--- src/ehv_pkg.sv ---
// Package for the executable header validator: header field record, the
// snapshot handed from capture to check, and the format constants.
// No dependencies.
package ehv_pkg;

  localparam int KW           = 64;
  localparam int LEN_BITS_DEF = 32;

  localparam logic [7:0] MZ_0  = 8'h4d;
  localparam logic [7:0] MZ_1  = 8'h5a;
  localparam logic [7:0] ELF_0 = 8'h7f;
  localparam logic [7:0] ELF_1 = 8'h45;
  localparam logic [7:0] ELF_2 = 8'h4c;
  localparam logic [7:0] ELF_3 = 8'h46;

  localparam logic [3:0][7:0] PE_SIG = {8'h00, 8'h00, 8'h45, 8'h50};

  localparam logic [7:0]  PE_OFFSET_AT    = 8'h3c;
  localparam logic [7:0]  MIN_LEN         = 8'd64;
  localparam logic [7:0]  PE_SPAN         = 8'd88;
  localparam logic [7:0]  PE_COFF_END     = 8'd24;
  localparam logic [15:0] PE_MAGIC32      = 16'h010b;
  localparam logic [15:0] PE_MAGIC64      = 16'h020b;
  localparam logic [15:0] PE_MAX_SECTIONS = 16'd96;
  localparam logic [15:0] PE_OPT_MIN      = 16'd96;
  localparam logic [15:0] PE_OPT_MIN64    = 16'd112;
  localparam logic [5:0]  PE_SECTION_SIZE = 6'd40;

  localparam logic [7:0]  ELF_CLASS32    = 8'd1;
  localparam logic [7:0]  ELF_CLASS64    = 8'd2;
  localparam logic [7:0]  ELF_DATA_LSB   = 8'd1;
  localparam logic [7:0]  ELF_DATA_MSB   = 8'd2;
  localparam logic [7:0]  ELF_IDENT_VER  = 8'd1;
  localparam logic [15:0] ELF_ET_EXEC    = 16'd2;
  localparam logic [15:0] ELF_ET_DYN     = 16'd3;
  localparam logic [31:0] ELF_EV_CURRENT = 32'd1;
  localparam logic [15:0] ELF_HDR_SIZE32 = 16'd52;
  localparam logic [15:0] ELF_HDR_SIZE64 = 16'd64;
  localparam logic [15:0] ELF_PH_SIZE32  = 16'd32;
  localparam logic [15:0] ELF_PH_SIZE64  = 16'd56;

  typedef struct packed {
    logic [6:0][7:0] ident;
    logic [31:0]     pe_off;
    logic            sig_ok;
    logic [15:0]     coff_machine;
    logic [15:0]     section_count;
    logic [15:0]     optional_size;
    logic [15:0]     optional_magic;
    logic [31:0]     entry_rva;
    logic [31:0]     image_size;
    logic [31:0]     headers_size;
    logic [15:0]     elf_type;
    logic [15:0]     elf_machine;
    logic [31:0]     elf_version;
    logic [63:0]     ph_offset;
    logic [15:0]     elf_hsize;
    logic [15:0]     ph_esize;
    logic [15:0]     ph_count;
  } ehv_fields_t;

  typedef struct packed {
    ehv_fields_t     f;
    logic [KW-1:0]   total_len;
  } ehv_snap_t;

endpackage

--- src/ehv_capture.sv ---
// Byte position counter and header field capture for the header validator.
// Hands a snapshot of all fields and the total length to the check pipeline
// on the last byte. Depends on ehv_pkg.
module ehv_capture
  import ehv_pkg::*;
#(
  parameter int LEN_BITS = LEN_BITS_DEF
) (
  input  logic      clk,
  input  logic      rst_n,
  input  logic      in_valid,
  input  logic [7:0] in_data_byte,
  input  logic      in_last_byte,
  input  logic      chk_ready,
  output logic      in_ready,
  output logic      push,
  output ehv_snap_t snap
);

  localparam logic [LEN_BITS-1:0] POS_MAX = '1;

  logic [LEN_BITS-1:0] pos_r, pos_nxt;
  ehv_fields_t         fld_r, fld_nxt;
  logic [KW-1:0]       pos_x, rel;
  logic [5:0]          p, hs_at, es_at, ec_at;
  logic [6:0]          r;
  logic                little, is64, acc;

  function automatic logic [63:0] put_lane(logic [63:0] fld, logic [2:0] k, logic [3:0] nb,
                                           logic [7:0] d, logic lsb);
    logic [5:0] sh;
    sh = lsb ? {k, 3'b000} : {3'(nb - 4'd1 - {1'b0, k}), 3'b000};
    return (fld & ~(64'hff << sh)) | (64'(d) << sh);
  endfunction

  assign in_ready = chk_ready;
  assign acc      = in_valid && in_ready;
  assign push     = acc && in_last_byte;

  assign pos_x  = KW'(pos_r);
  assign rel    = pos_x - KW'(fld_r.pe_off);
  assign p      = pos_r[5:0];
  assign r      = rel[6:0];
  assign little = fld_r.ident[5] == ELF_DATA_LSB;
  assign is64   = fld_r.ident[4] == ELF_CLASS64;
  assign hs_at  = is64 ? 6'd52 : 6'd40;
  assign es_at  = is64 ? 6'd54 : 6'd42;
  assign ec_at  = is64 ? 6'd56 : 6'd44;

  always_comb begin
    fld_nxt = fld_r;
    pos_nxt = pos_r;
    if (pos_r != POS_MAX) begin
      if (pos_x < KW'(7)) begin
        fld_nxt.ident[pos_r[2:0]] = in_data_byte;
      end
      if (pos_x >= KW'(PE_OFFSET_AT) && pos_x < KW'(PE_OFFSET_AT) + KW'(4)) begin
        fld_nxt.pe_off[{pos_r[1:0], 3'b000} +: 8] = in_data_byte;
      end
      if (pos_x < KW'(MIN_LEN)) begin
        if (p == 6'd16 || p == 6'd17) begin
          fld_nxt.elf_type = 16'(put_lane(64'(fld_r.elf_type), 3'(p - 6'd16), 4'd2,
                                          in_data_byte, little));
        end
        if (p == 6'd18 || p == 6'd19) begin
          fld_nxt.elf_machine = 16'(put_lane(64'(fld_r.elf_machine), 3'(p - 6'd18), 4'd2,
                                             in_data_byte, little));
        end
        if (p >= 6'd20 && p < 6'd24) begin
          fld_nxt.elf_version = 32'(put_lane(64'(fld_r.elf_version), 3'(p - 6'd20), 4'd4,
                                             in_data_byte, little));
        end
        if (is64 && p >= 6'd32 && p < 6'd40) begin
          fld_nxt.ph_offset = put_lane(fld_r.ph_offset, 3'(p - 6'd32), 4'd8,
                                       in_data_byte, little);
        end
        if (!is64 && p >= 6'd28 && p < 6'd32) begin
          fld_nxt.ph_offset = put_lane(fld_r.ph_offset, 3'(p - 6'd28), 4'd4,
                                       in_data_byte, little);
        end
        if (p == hs_at || p == hs_at + 6'd1) begin
          fld_nxt.elf_hsize = 16'(put_lane(64'(fld_r.elf_hsize), 3'(p - hs_at), 4'd2,
                                           in_data_byte, little));
        end
        if (p == es_at || p == es_at + 6'd1) begin
          fld_nxt.ph_esize = 16'(put_lane(64'(fld_r.ph_esize), 3'(p - es_at), 4'd2,
                                          in_data_byte, little));
        end
        if (p == ec_at || p == ec_at + 6'd1) begin
          fld_nxt.ph_count = 16'(put_lane(64'(fld_r.ph_count), 3'(p - ec_at), 4'd2,
                                          in_data_byte, little));
        end
      end else if (pos_x >= KW'(fld_r.pe_off) && rel < KW'(PE_SPAN)) begin
        if (r < 7'd4) begin
          if (r == 7'd0) begin
            fld_nxt.sig_ok = in_data_byte == PE_SIG[0];
          end else begin
            fld_nxt.sig_ok = fld_r.sig_ok && in_data_byte == PE_SIG[r[1:0]];
          end
        end else if (r < 7'd6) begin
          fld_nxt.coff_machine[{r[0], 3'b000} +: 8] = in_data_byte;
        end else if (r < 7'd8) begin
          fld_nxt.section_count[{r[0], 3'b000} +: 8] = in_data_byte;
        end else if (r == 7'd20 || r == 7'd21) begin
          fld_nxt.optional_size[{r[0], 3'b000} +: 8] = in_data_byte;
        end else if (r == 7'd24 || r == 7'd25) begin
          fld_nxt.optional_magic[{r[0], 3'b000} +: 8] = in_data_byte;
        end else if (r >= 7'd40 && r < 7'd44) begin
          fld_nxt.entry_rva[{r[1:0], 3'b000} +: 8] = in_data_byte;
        end else if (r >= 7'd80 && r < 7'd84) begin
          fld_nxt.image_size[{r[1:0], 3'b000} +: 8] = in_data_byte;
        end else if (r >= 7'd84) begin
          fld_nxt.headers_size[{r[1:0], 3'b000} +: 8] = in_data_byte;
        end
      end
      pos_nxt = pos_r + 1'b1;
    end
    snap.f         = fld_nxt;
    snap.total_len = KW'(pos_nxt);
  end

  always_ff @(posedge clk) begin
    if (!rst_n) begin
      pos_r <= '0;
      fld_r <= '0;
    end else if (acc) begin
      if (in_last_byte) begin
        pos_r <= '0;
        fld_r <= '0;
      end else begin
        pos_r <= pos_nxt;
        fld_r <= fld_nxt;
      end
    end
  end

`ifndef ASSERT_OFF
  a_restart: assert property (@(posedge clk) disable iff (!rst_n)
    push |=> pos_r == '0 && fld_r == '0)
    else $error("position not cleared after last item");
  a_saturate: assert property (@(posedge clk) disable iff (!rst_n)
    pos_r == POS_MAX && !push |=> pos_r == POS_MAX)
    else $error("saturated position moved");
`endif

endmodule

--- src/ehv_check.sv ---
// Check pipeline of the header validator: snapshot register, product and
// partial-sum stage, final compares into the result register.
// Depends on ehv_pkg.
module ehv_check
  import ehv_pkg::*;
(
  input  logic      clk,
  input  logic      rst_n,
  input  logic      push,
  input  ehv_snap_t snap,
  input  logic      out_ready,
  output logic      s1_ready,
  output logic      out_valid,
  output logic      out_header_valid
);

  ehv_snap_t     s1_r;
  logic          s1_v_r, s2_v_r, out_v_r, out_hv_r, out_hv_nxt;
  logic          s2_ready, out_free;
  ehv_fields_t   f;
  logic [KW-1:0] n;
  logic          is_pe, is_elf, is64, len_ok, pe_a_nxt, elf_a_nxt;
  logic [15:0]   hs, es_want;
  logic          pe_a_r, elf_a_r;
  logic [KW-1:0] n2_r;
  logic [34:0]   pe_part_r, pe_part_nxt, table_end;
  logic [21:0]   prod40_r, prod40_nxt;
  logic [31:0]   hdr_r, img_r, ent_r, elf_prod_r, elf_prod_nxt;
  logic [63:0]   room_r, room_nxt;

  assign out_free = !out_v_r || out_ready;
  assign s2_ready = !s2_v_r || out_free;
  assign s1_ready = !s1_v_r || s2_ready;

  assign f  = s1_r.f;
  assign n  = s1_r.total_len;

  always_comb begin
    is_pe   = f.ident[0] == MZ_0 && f.ident[1] == MZ_1;
    is_elf  = !is_pe && f.ident[0] == ELF_0 && f.ident[1] == ELF_1 &&
              f.ident[2] == ELF_2 && f.ident[3] == ELF_3;
    is64    = f.ident[4] == ELF_CLASS64;
    len_ok  = n >= KW'(MIN_LEN);
    hs      = is64 ? ELF_HDR_SIZE64 : ELF_HDR_SIZE32;
    es_want = is64 ? ELF_PH_SIZE64 : ELF_PH_SIZE32;

    pe_a_nxt = is_pe && len_ok && f.pe_off >= 32'(MIN_LEN) &&
               KW'(f.pe_off) + KW'(PE_COFF_END) <= n && f.sig_ok &&
               f.coff_machine != '0 && f.section_count != '0 &&
               f.section_count <= PE_MAX_SECTIONS && f.optional_size >= PE_OPT_MIN &&
               (f.optional_magic == PE_MAGIC32 ||
                (f.optional_magic == PE_MAGIC64 && f.optional_size >= PE_OPT_MIN64));
    pe_part_nxt = 35'(f.pe_off) + 35'(PE_COFF_END) + 35'(f.optional_size);
    prod40_nxt  = 22'(f.section_count) * 22'(PE_SECTION_SIZE);

    elf_a_nxt = is_elf && len_ok &&
                (f.ident[4] == ELF_CLASS32 || is64) &&
                (f.ident[5] == ELF_DATA_LSB || f.ident[5] == ELF_DATA_MSB) &&
                f.ident[6] == ELF_IDENT_VER &&
                (f.elf_type == ELF_ET_EXEC || f.elf_type == ELF_ET_DYN) &&
                f.elf_machine != '0 && f.elf_version == ELF_EV_CURRENT &&
                f.elf_hsize == hs && f.ph_esize == es_want && f.ph_count != '0 &&
                f.ph_offset >= 64'(hs) && 64'(f.ph_offset) <= 64'(n);
    elf_prod_nxt = 32'(f.ph_esize) * 32'(f.ph_count);
    room_nxt     = 64'(n) - f.ph_offset;
  end

  always_comb begin
    table_end  = pe_part_r + 35'(prod40_r);
    out_hv_nxt = (pe_a_r && KW'(table_end) <= n2_r && 35'(hdr_r) >= table_end &&
                  img_r >= hdr_r && ent_r < img_r) ||
                 (elf_a_r && 64'(elf_prod_r) <= room_r);
  end

  always_ff @(posedge clk) begin
    if (!rst_n) begin
      s1_v_r  <= 1'b0;
      s2_v_r  <= 1'b0;
      out_v_r <= 1'b0;
    end else begin
      if (s1_ready) begin
        s1_v_r <= push;
      end
      if (s2_ready) begin
        s2_v_r <= s1_v_r;
      end
      if (out_free) begin
        out_v_r <= s2_v_r;
      end
    end
  end

  always_ff @(posedge clk) begin
    if (s1_ready && push) begin
      s1_r <= snap;
    end
    if (s2_ready && s1_v_r) begin
      pe_a_r     <= pe_a_nxt;
      elf_a_r    <= elf_a_nxt;
      n2_r       <= n;
      pe_part_r  <= pe_part_nxt;
      prod40_r   <= prod40_nxt;
      hdr_r      <= f.headers_size;
      img_r      <= f.image_size;
      ent_r      <= f.entry_rva;
      elf_prod_r <= elf_prod_nxt;
      room_r     <= room_nxt;
    end
    if (out_free && s2_v_r) begin
      out_hv_r <= out_hv_nxt;
    end
  end

  assign out_valid        = out_v_r;
  assign out_header_valid = out_hv_r;

`ifndef ASSERT_OFF
  a_s2_hold: assert property (@(posedge clk) disable iff (!rst_n)
    s2_v_r && !s2_ready |=> s2_v_r)
    else $error("stalled check stage lost its item");
  a_out_src: assert property (@(posedge clk) disable iff (!rst_n)
    $rose(out_v_r) |-> $past(s2_v_r))
    else $error("result without an item in the check stage");
  a_s1_src: assert property (@(posedge clk) disable iff (!rst_n)
    $rose(s1_v_r) |-> $past(push))
    else $error("snapshot stage filled without a last item");
`endif

endmodule

--- src/exe_header_validator.sv ---
// Top level of the PE / ELF executable header validator.
// Instantiates ehv_capture and ehv_check; depends on ehv_pkg.
//
// Takes one sample byte per cycle while in_ready is high, in address order,
// with in_last_byte on the final byte, and returns one item per sample:
// out_header_valid is 1 when the sample holds a well-formed PE or ELF header
// within its length. Bytes are accepted back to back at one per cycle unless
// the check pipeline stalls; a sample's result passes the snapshot register,
// product and partial-sum stage and final compare into the output register,
// and the next sample may start in the cycle after the last byte. The LEN_BITS
// wide position counter saturates; bytes beyond that point capture nothing.
module exe_header_validator
  import ehv_pkg::*;
#(
  parameter int LEN_BITS = LEN_BITS_DEF
) (
  input  logic       clk,
  input  logic       rst_n,
  input  logic       in_valid,
  output logic       in_ready,
  input  logic [7:0] in_data_byte,
  input  logic       in_last_byte,
  output logic       out_valid,
  input  logic       out_ready,
  output logic       out_header_valid
);

  logic      chk_ready, push;
  ehv_snap_t snap;

  ehv_capture #(
    .LEN_BITS (LEN_BITS)
  ) u_capture (
    .clk          (clk),
    .rst_n        (rst_n),
    .in_valid     (in_valid),
    .in_data_byte (in_data_byte),
    .in_last_byte (in_last_byte),
    .chk_ready    (chk_ready),
    .in_ready     (in_ready),
    .push         (push),
    .snap         (snap)
  );

  ehv_check u_check (
    .clk              (clk),
    .rst_n            (rst_n),
    .push             (push),
    .snap             (snap),
    .out_ready        (out_ready),
    .s1_ready         (chk_ready),
    .out_valid        (out_valid),
    .out_header_valid (out_header_valid)
  );

endmodule
--- config.mk ---
export PLATFORM = sky130hd
export DESIGN_NAME = exe_header_validator
export DESIGN_NICKNAME = d
export VERILOG_FILES = /design/src/ehv_pkg.sv /design/src/ehv_capture.sv /design/src/ehv_check.sv /design/src/exe_header_validator.sv
export SDC_FILE = /design/constraint.sdc
export NUM_CORES = 2
export LEC_CHECK = 0
export BUFFER_PORTS_ARGS = -buffer_cell sky130_fd_sc_hd__buf_2
export CORE_MARGIN = 2
export CORE_UTILIZATION = 30
export DETAILED_ROUTE_END_ITERATION = 8
export GPL_TIMING_DRIVEN = 0
export PLACE_DENSITY_LB_ADDON = 0.05
export RECOVER_POWER = 50
export SYNTH_ARGS = -nofsm -noshare
export SYNTH_HDL_FRONTEND = slang
export SYNTH_SLANG_ARGS = --single-unit
--- constraint.sdc ---
create_clock -name clk -period 60.2 [get_ports clk]
set_input_delay 3.01 -clock clk [delete_from_list [all_inputs] [get_ports clk]]
set_output_delay 3.01 -clock clk [all_outputs]
set_load 0.005 [all_outputs]
==> flow_summary.json <==
{
  "yosys.area.top_type": "edfxtp_1",
  "grt-ovfl-total": 0,
  "slew_viol_final": 282,
  "power_frac_comb_pct": 16.3,
  "power.internal_mw": 1.57,
  "synth_area_per_cell_sq_um": 10.6,
  "crit_path_end_kind": "register",
  "rsz0062_at_grt": "no",
  "grt_pass1_wl_mm": 346,
  "dieWidth_um": 476,
  "drv_cap": 14,
  "hold_ws_ns": 0.411,
  "drt_iter0_drc": 4090,
  "synth_top_cell_area_share_pct": 33.1,
  "layout.nets": 7124,
  "clkSinkCount": 1195,
  "wire_per_inst_um": 25.0,
  "path_delay_family": "buffers and inverters",
  "die_h_um": 476,
  "max_stage_delay_ns": 4.71,
  "synthCells": 6287,
  "fmax_mhz": 92.4,
  "num-fill-cells": 22458,
  "start_kind": "input port",
  "setup-tns-final_ns": 0,
  "cp_common_cell": "clkbuf_1",
  "synth_commonest_cells": "edfxtp_1 (736), inv_1 (542), nor2_1 (477)",
  "finalCoreUtilization_pct": 34.2,
  "path_clk_slew_ns": 0.07,
  "ios": 16,
  "dp_slack_ns": 51.52,
  "syn2layout_area_growth_pct": 13.3,
  "cts_tree": "yes",
  "seqPwrFrac_pct": 41.8,
  "post-route-min-period_ns": 10.82,
  "numPlacedInstances": 9288,
  "num_vias": 49007,
  "route.detailed.drc": 0,
  "synth_edf_count": 736,
  "ys_seq_elements": 1195,
  "p_leak_nw": 29.6,
  "crit_path_cell_trace": "buf_2, nor2b_1, nand3_1, and2_0, clkbuf_1, nand2_1, clkbuf_1, clkinvlp_2, clkbuf_1, buf_16",
  "ir_drop_mv": 0.0284,
  "ctsHtreeMaxLevel": 4,
  "antenna_found_initial": 29,
  "drtPass1Iterations": 5,
  "ff_latch_area_sq_um": 31300,
  "hold_violations": 0,
  "synth.distinct_cells": 89,
  "instances_no_fill": 9576,
  "multi_input_area_sq_um": 32300,
  "syn_nets": 6948,
  "crit_type": "in2reg",
  "cts_hold_buf": 0,
  "cp.arrival_ns": 11.23,
  "totalPowerFinal_mw": 2.19,
  "yosysMostFrequentCell": "edfxtp_1",
  "power_density_nw_per_um2": 28.9,
  "fp.dieArea_sq_um": 227000,
  "cts_setup_buffers": 0,
  "ys_top_cells_by_area": "edfxtp_1 (33%), dfxtp_1 (14%), ha_1 (8.4%)",
  "slew_headroom_pct": -347,
  "post_dp_cell_area_sq_um": 71100,
  "viasPerCell": 5.12,
  "io_buffers": 6,
  "cts.repair.resized": 0,
  "hp-class": "reg2reg",
  "fin_crit_sh_pct": 18.0,
  "fp-row-count": 173,
  "setup_slack_ns": 49.38,
  "clk_latency_ns": 0.82,
  "yosysWarnings": 0,
  "synth-seq-area-share_pct": 46.8,
  "synth.cell_area_sq_um": 66900,
  "power_frac_clock_pct": 41.9,
  "cts_root_buf": "clkbuf_16",
  "setup_viol": 0,
  "core_sq_um": 222000,
  "ant_nets": 0,
  "clk_path_buf_depth": 3,
  "switching_share_pct": 28.6,
  "synth-async-reset-ratio_pct": 0,
  "wl_mm": 239,
  "switching_power_mw": 0.626,
  "slowest_stage": "clkbuf_1",
  "finalClockSkew_ns": 0.0551,
  "dp_hpwl_mm": 180,
  "start_util_pct": 30.1,
  "synth-main-ff-cell": "edfxtp_1",
  "violations": "capacitance limit, slew limit",
  "cp.required_ns": 60.61,
  "final_area_sq_um": 75800,
  "drive_above_1_share_pct": 7.63,
  "critPathBufInv": 6,
  "grt_util_all_layers_pct": 21.0,
  "worst_pin_slew_ns": 6.70,
  "gp_congestion": 0.861,
  "status": "finished, violations left",
  "worstPathMaxFanout": 122,
  "numCtsBuffers": 148,
  "grt_max_degree": 123,
  "grt_pass1_vias": 48390
}
## flip-flops by register name (all words and copies together) (netlist names)
register	cells
u_check.ent_r	32
u_check.n	32
u_check.s2_v_r	1
u_check.elf_prod_r	32
u_check.pe_a_r	1
u_check.out_valid	1
u_check.img_r	32
u_check.prod40_r	19
u_check.n2_r	32
u_check.room_r	64
u_check.f	424
u_capture.pos_r	32
u_check.hdr_r	32
u_check.s1_v_r	1
u_check.out_header_valid	1
u_check.elf_a_r	1
u_check.pe_part_r	34
u_capture.fld_r	424
## power groups by stage
stage	Sequential [mW]	Clock, mW	Combinational (mW)
3_5_place_dp	0.933	0	0.367
2_1_floorplan	0.933	0	0.238
3_3_place_gp	0.952	0	0.364
5_1_grt	0.918	0.973	0.402
4_1_cts	0.916	0.943	0.370
6_report	0.917	0.918	0.358
## path summary, 6_finish.rpt
path / start / endpoint / slack [ns] / cells past startpoint
worst max-delay path: out_ready / u_check.f[88] / 49.38 / 10
worst min register to register: u_check.f[205] / u_check.hdr_r[29] / 0.41 / 0
worst min-delay path: u_check.f[205] / u_check.hdr_r[29] / 0.41 / 0
worst max register to register: u_check.out_valid / u_check.f[88] / 51.25 / 9
## final cells by class
class | instances | share of cell area, %
multi-input combinational | 4239 | 42.7
inverter | 543 | 2.69
clock inverter | 80 | 1.16
sequential | 1195 | 41.3
clock buffer | 198 | 5.40
buffer | 310 | 1.59
antenna | 10 | 0.0330
timing repair buffer | 26 | 0.236
tap | 2975 | 4.91
## kinds of logic after synthesis
kind of cell	synth area share [%]
buf+inv	4.84
flops	46.8
fa+ha+maj	14.4
xor+xnor	3.20
other cells	0.00561
simple gates	13.8
mux	5.15
compound gates	11.8
## per-layer routing
| metal | global-route usage [%] | part of all wire (%) | vias up |
|---|---|---|---|
| li1 | - | - | 23033 |
| met1 | 31.5 | 49 | 24474 |
| met2 | 31.9 | 44 | 1216 |
| met3 | 2.42 | 4.4 | 282 |
| met4 | 5.63 | 2.4 | 2 |
| met5 | 0 | 0.0067 | - |
## layout by cell type, fill, tap and decap left out, drive strengths merged, types with 48 or more instances in the layout
cell type / n
inv: 554
ha: 449
or3: 48
edfxtp: 736
clkinv: 51
a22oi: 288
nand2: 462
a21oi: 212
clkbuf: 498
xnor2: 145
xor2: 99
fa: 199
nand4: 150
mux2: 303
nor2: 479
a22o: 57
o21ai: 287
nor3: 84
nor4: 106
and2: 144
dfxtp: 459
nand3: 164
a21o: 105
(Power assumes the default switching activity.)
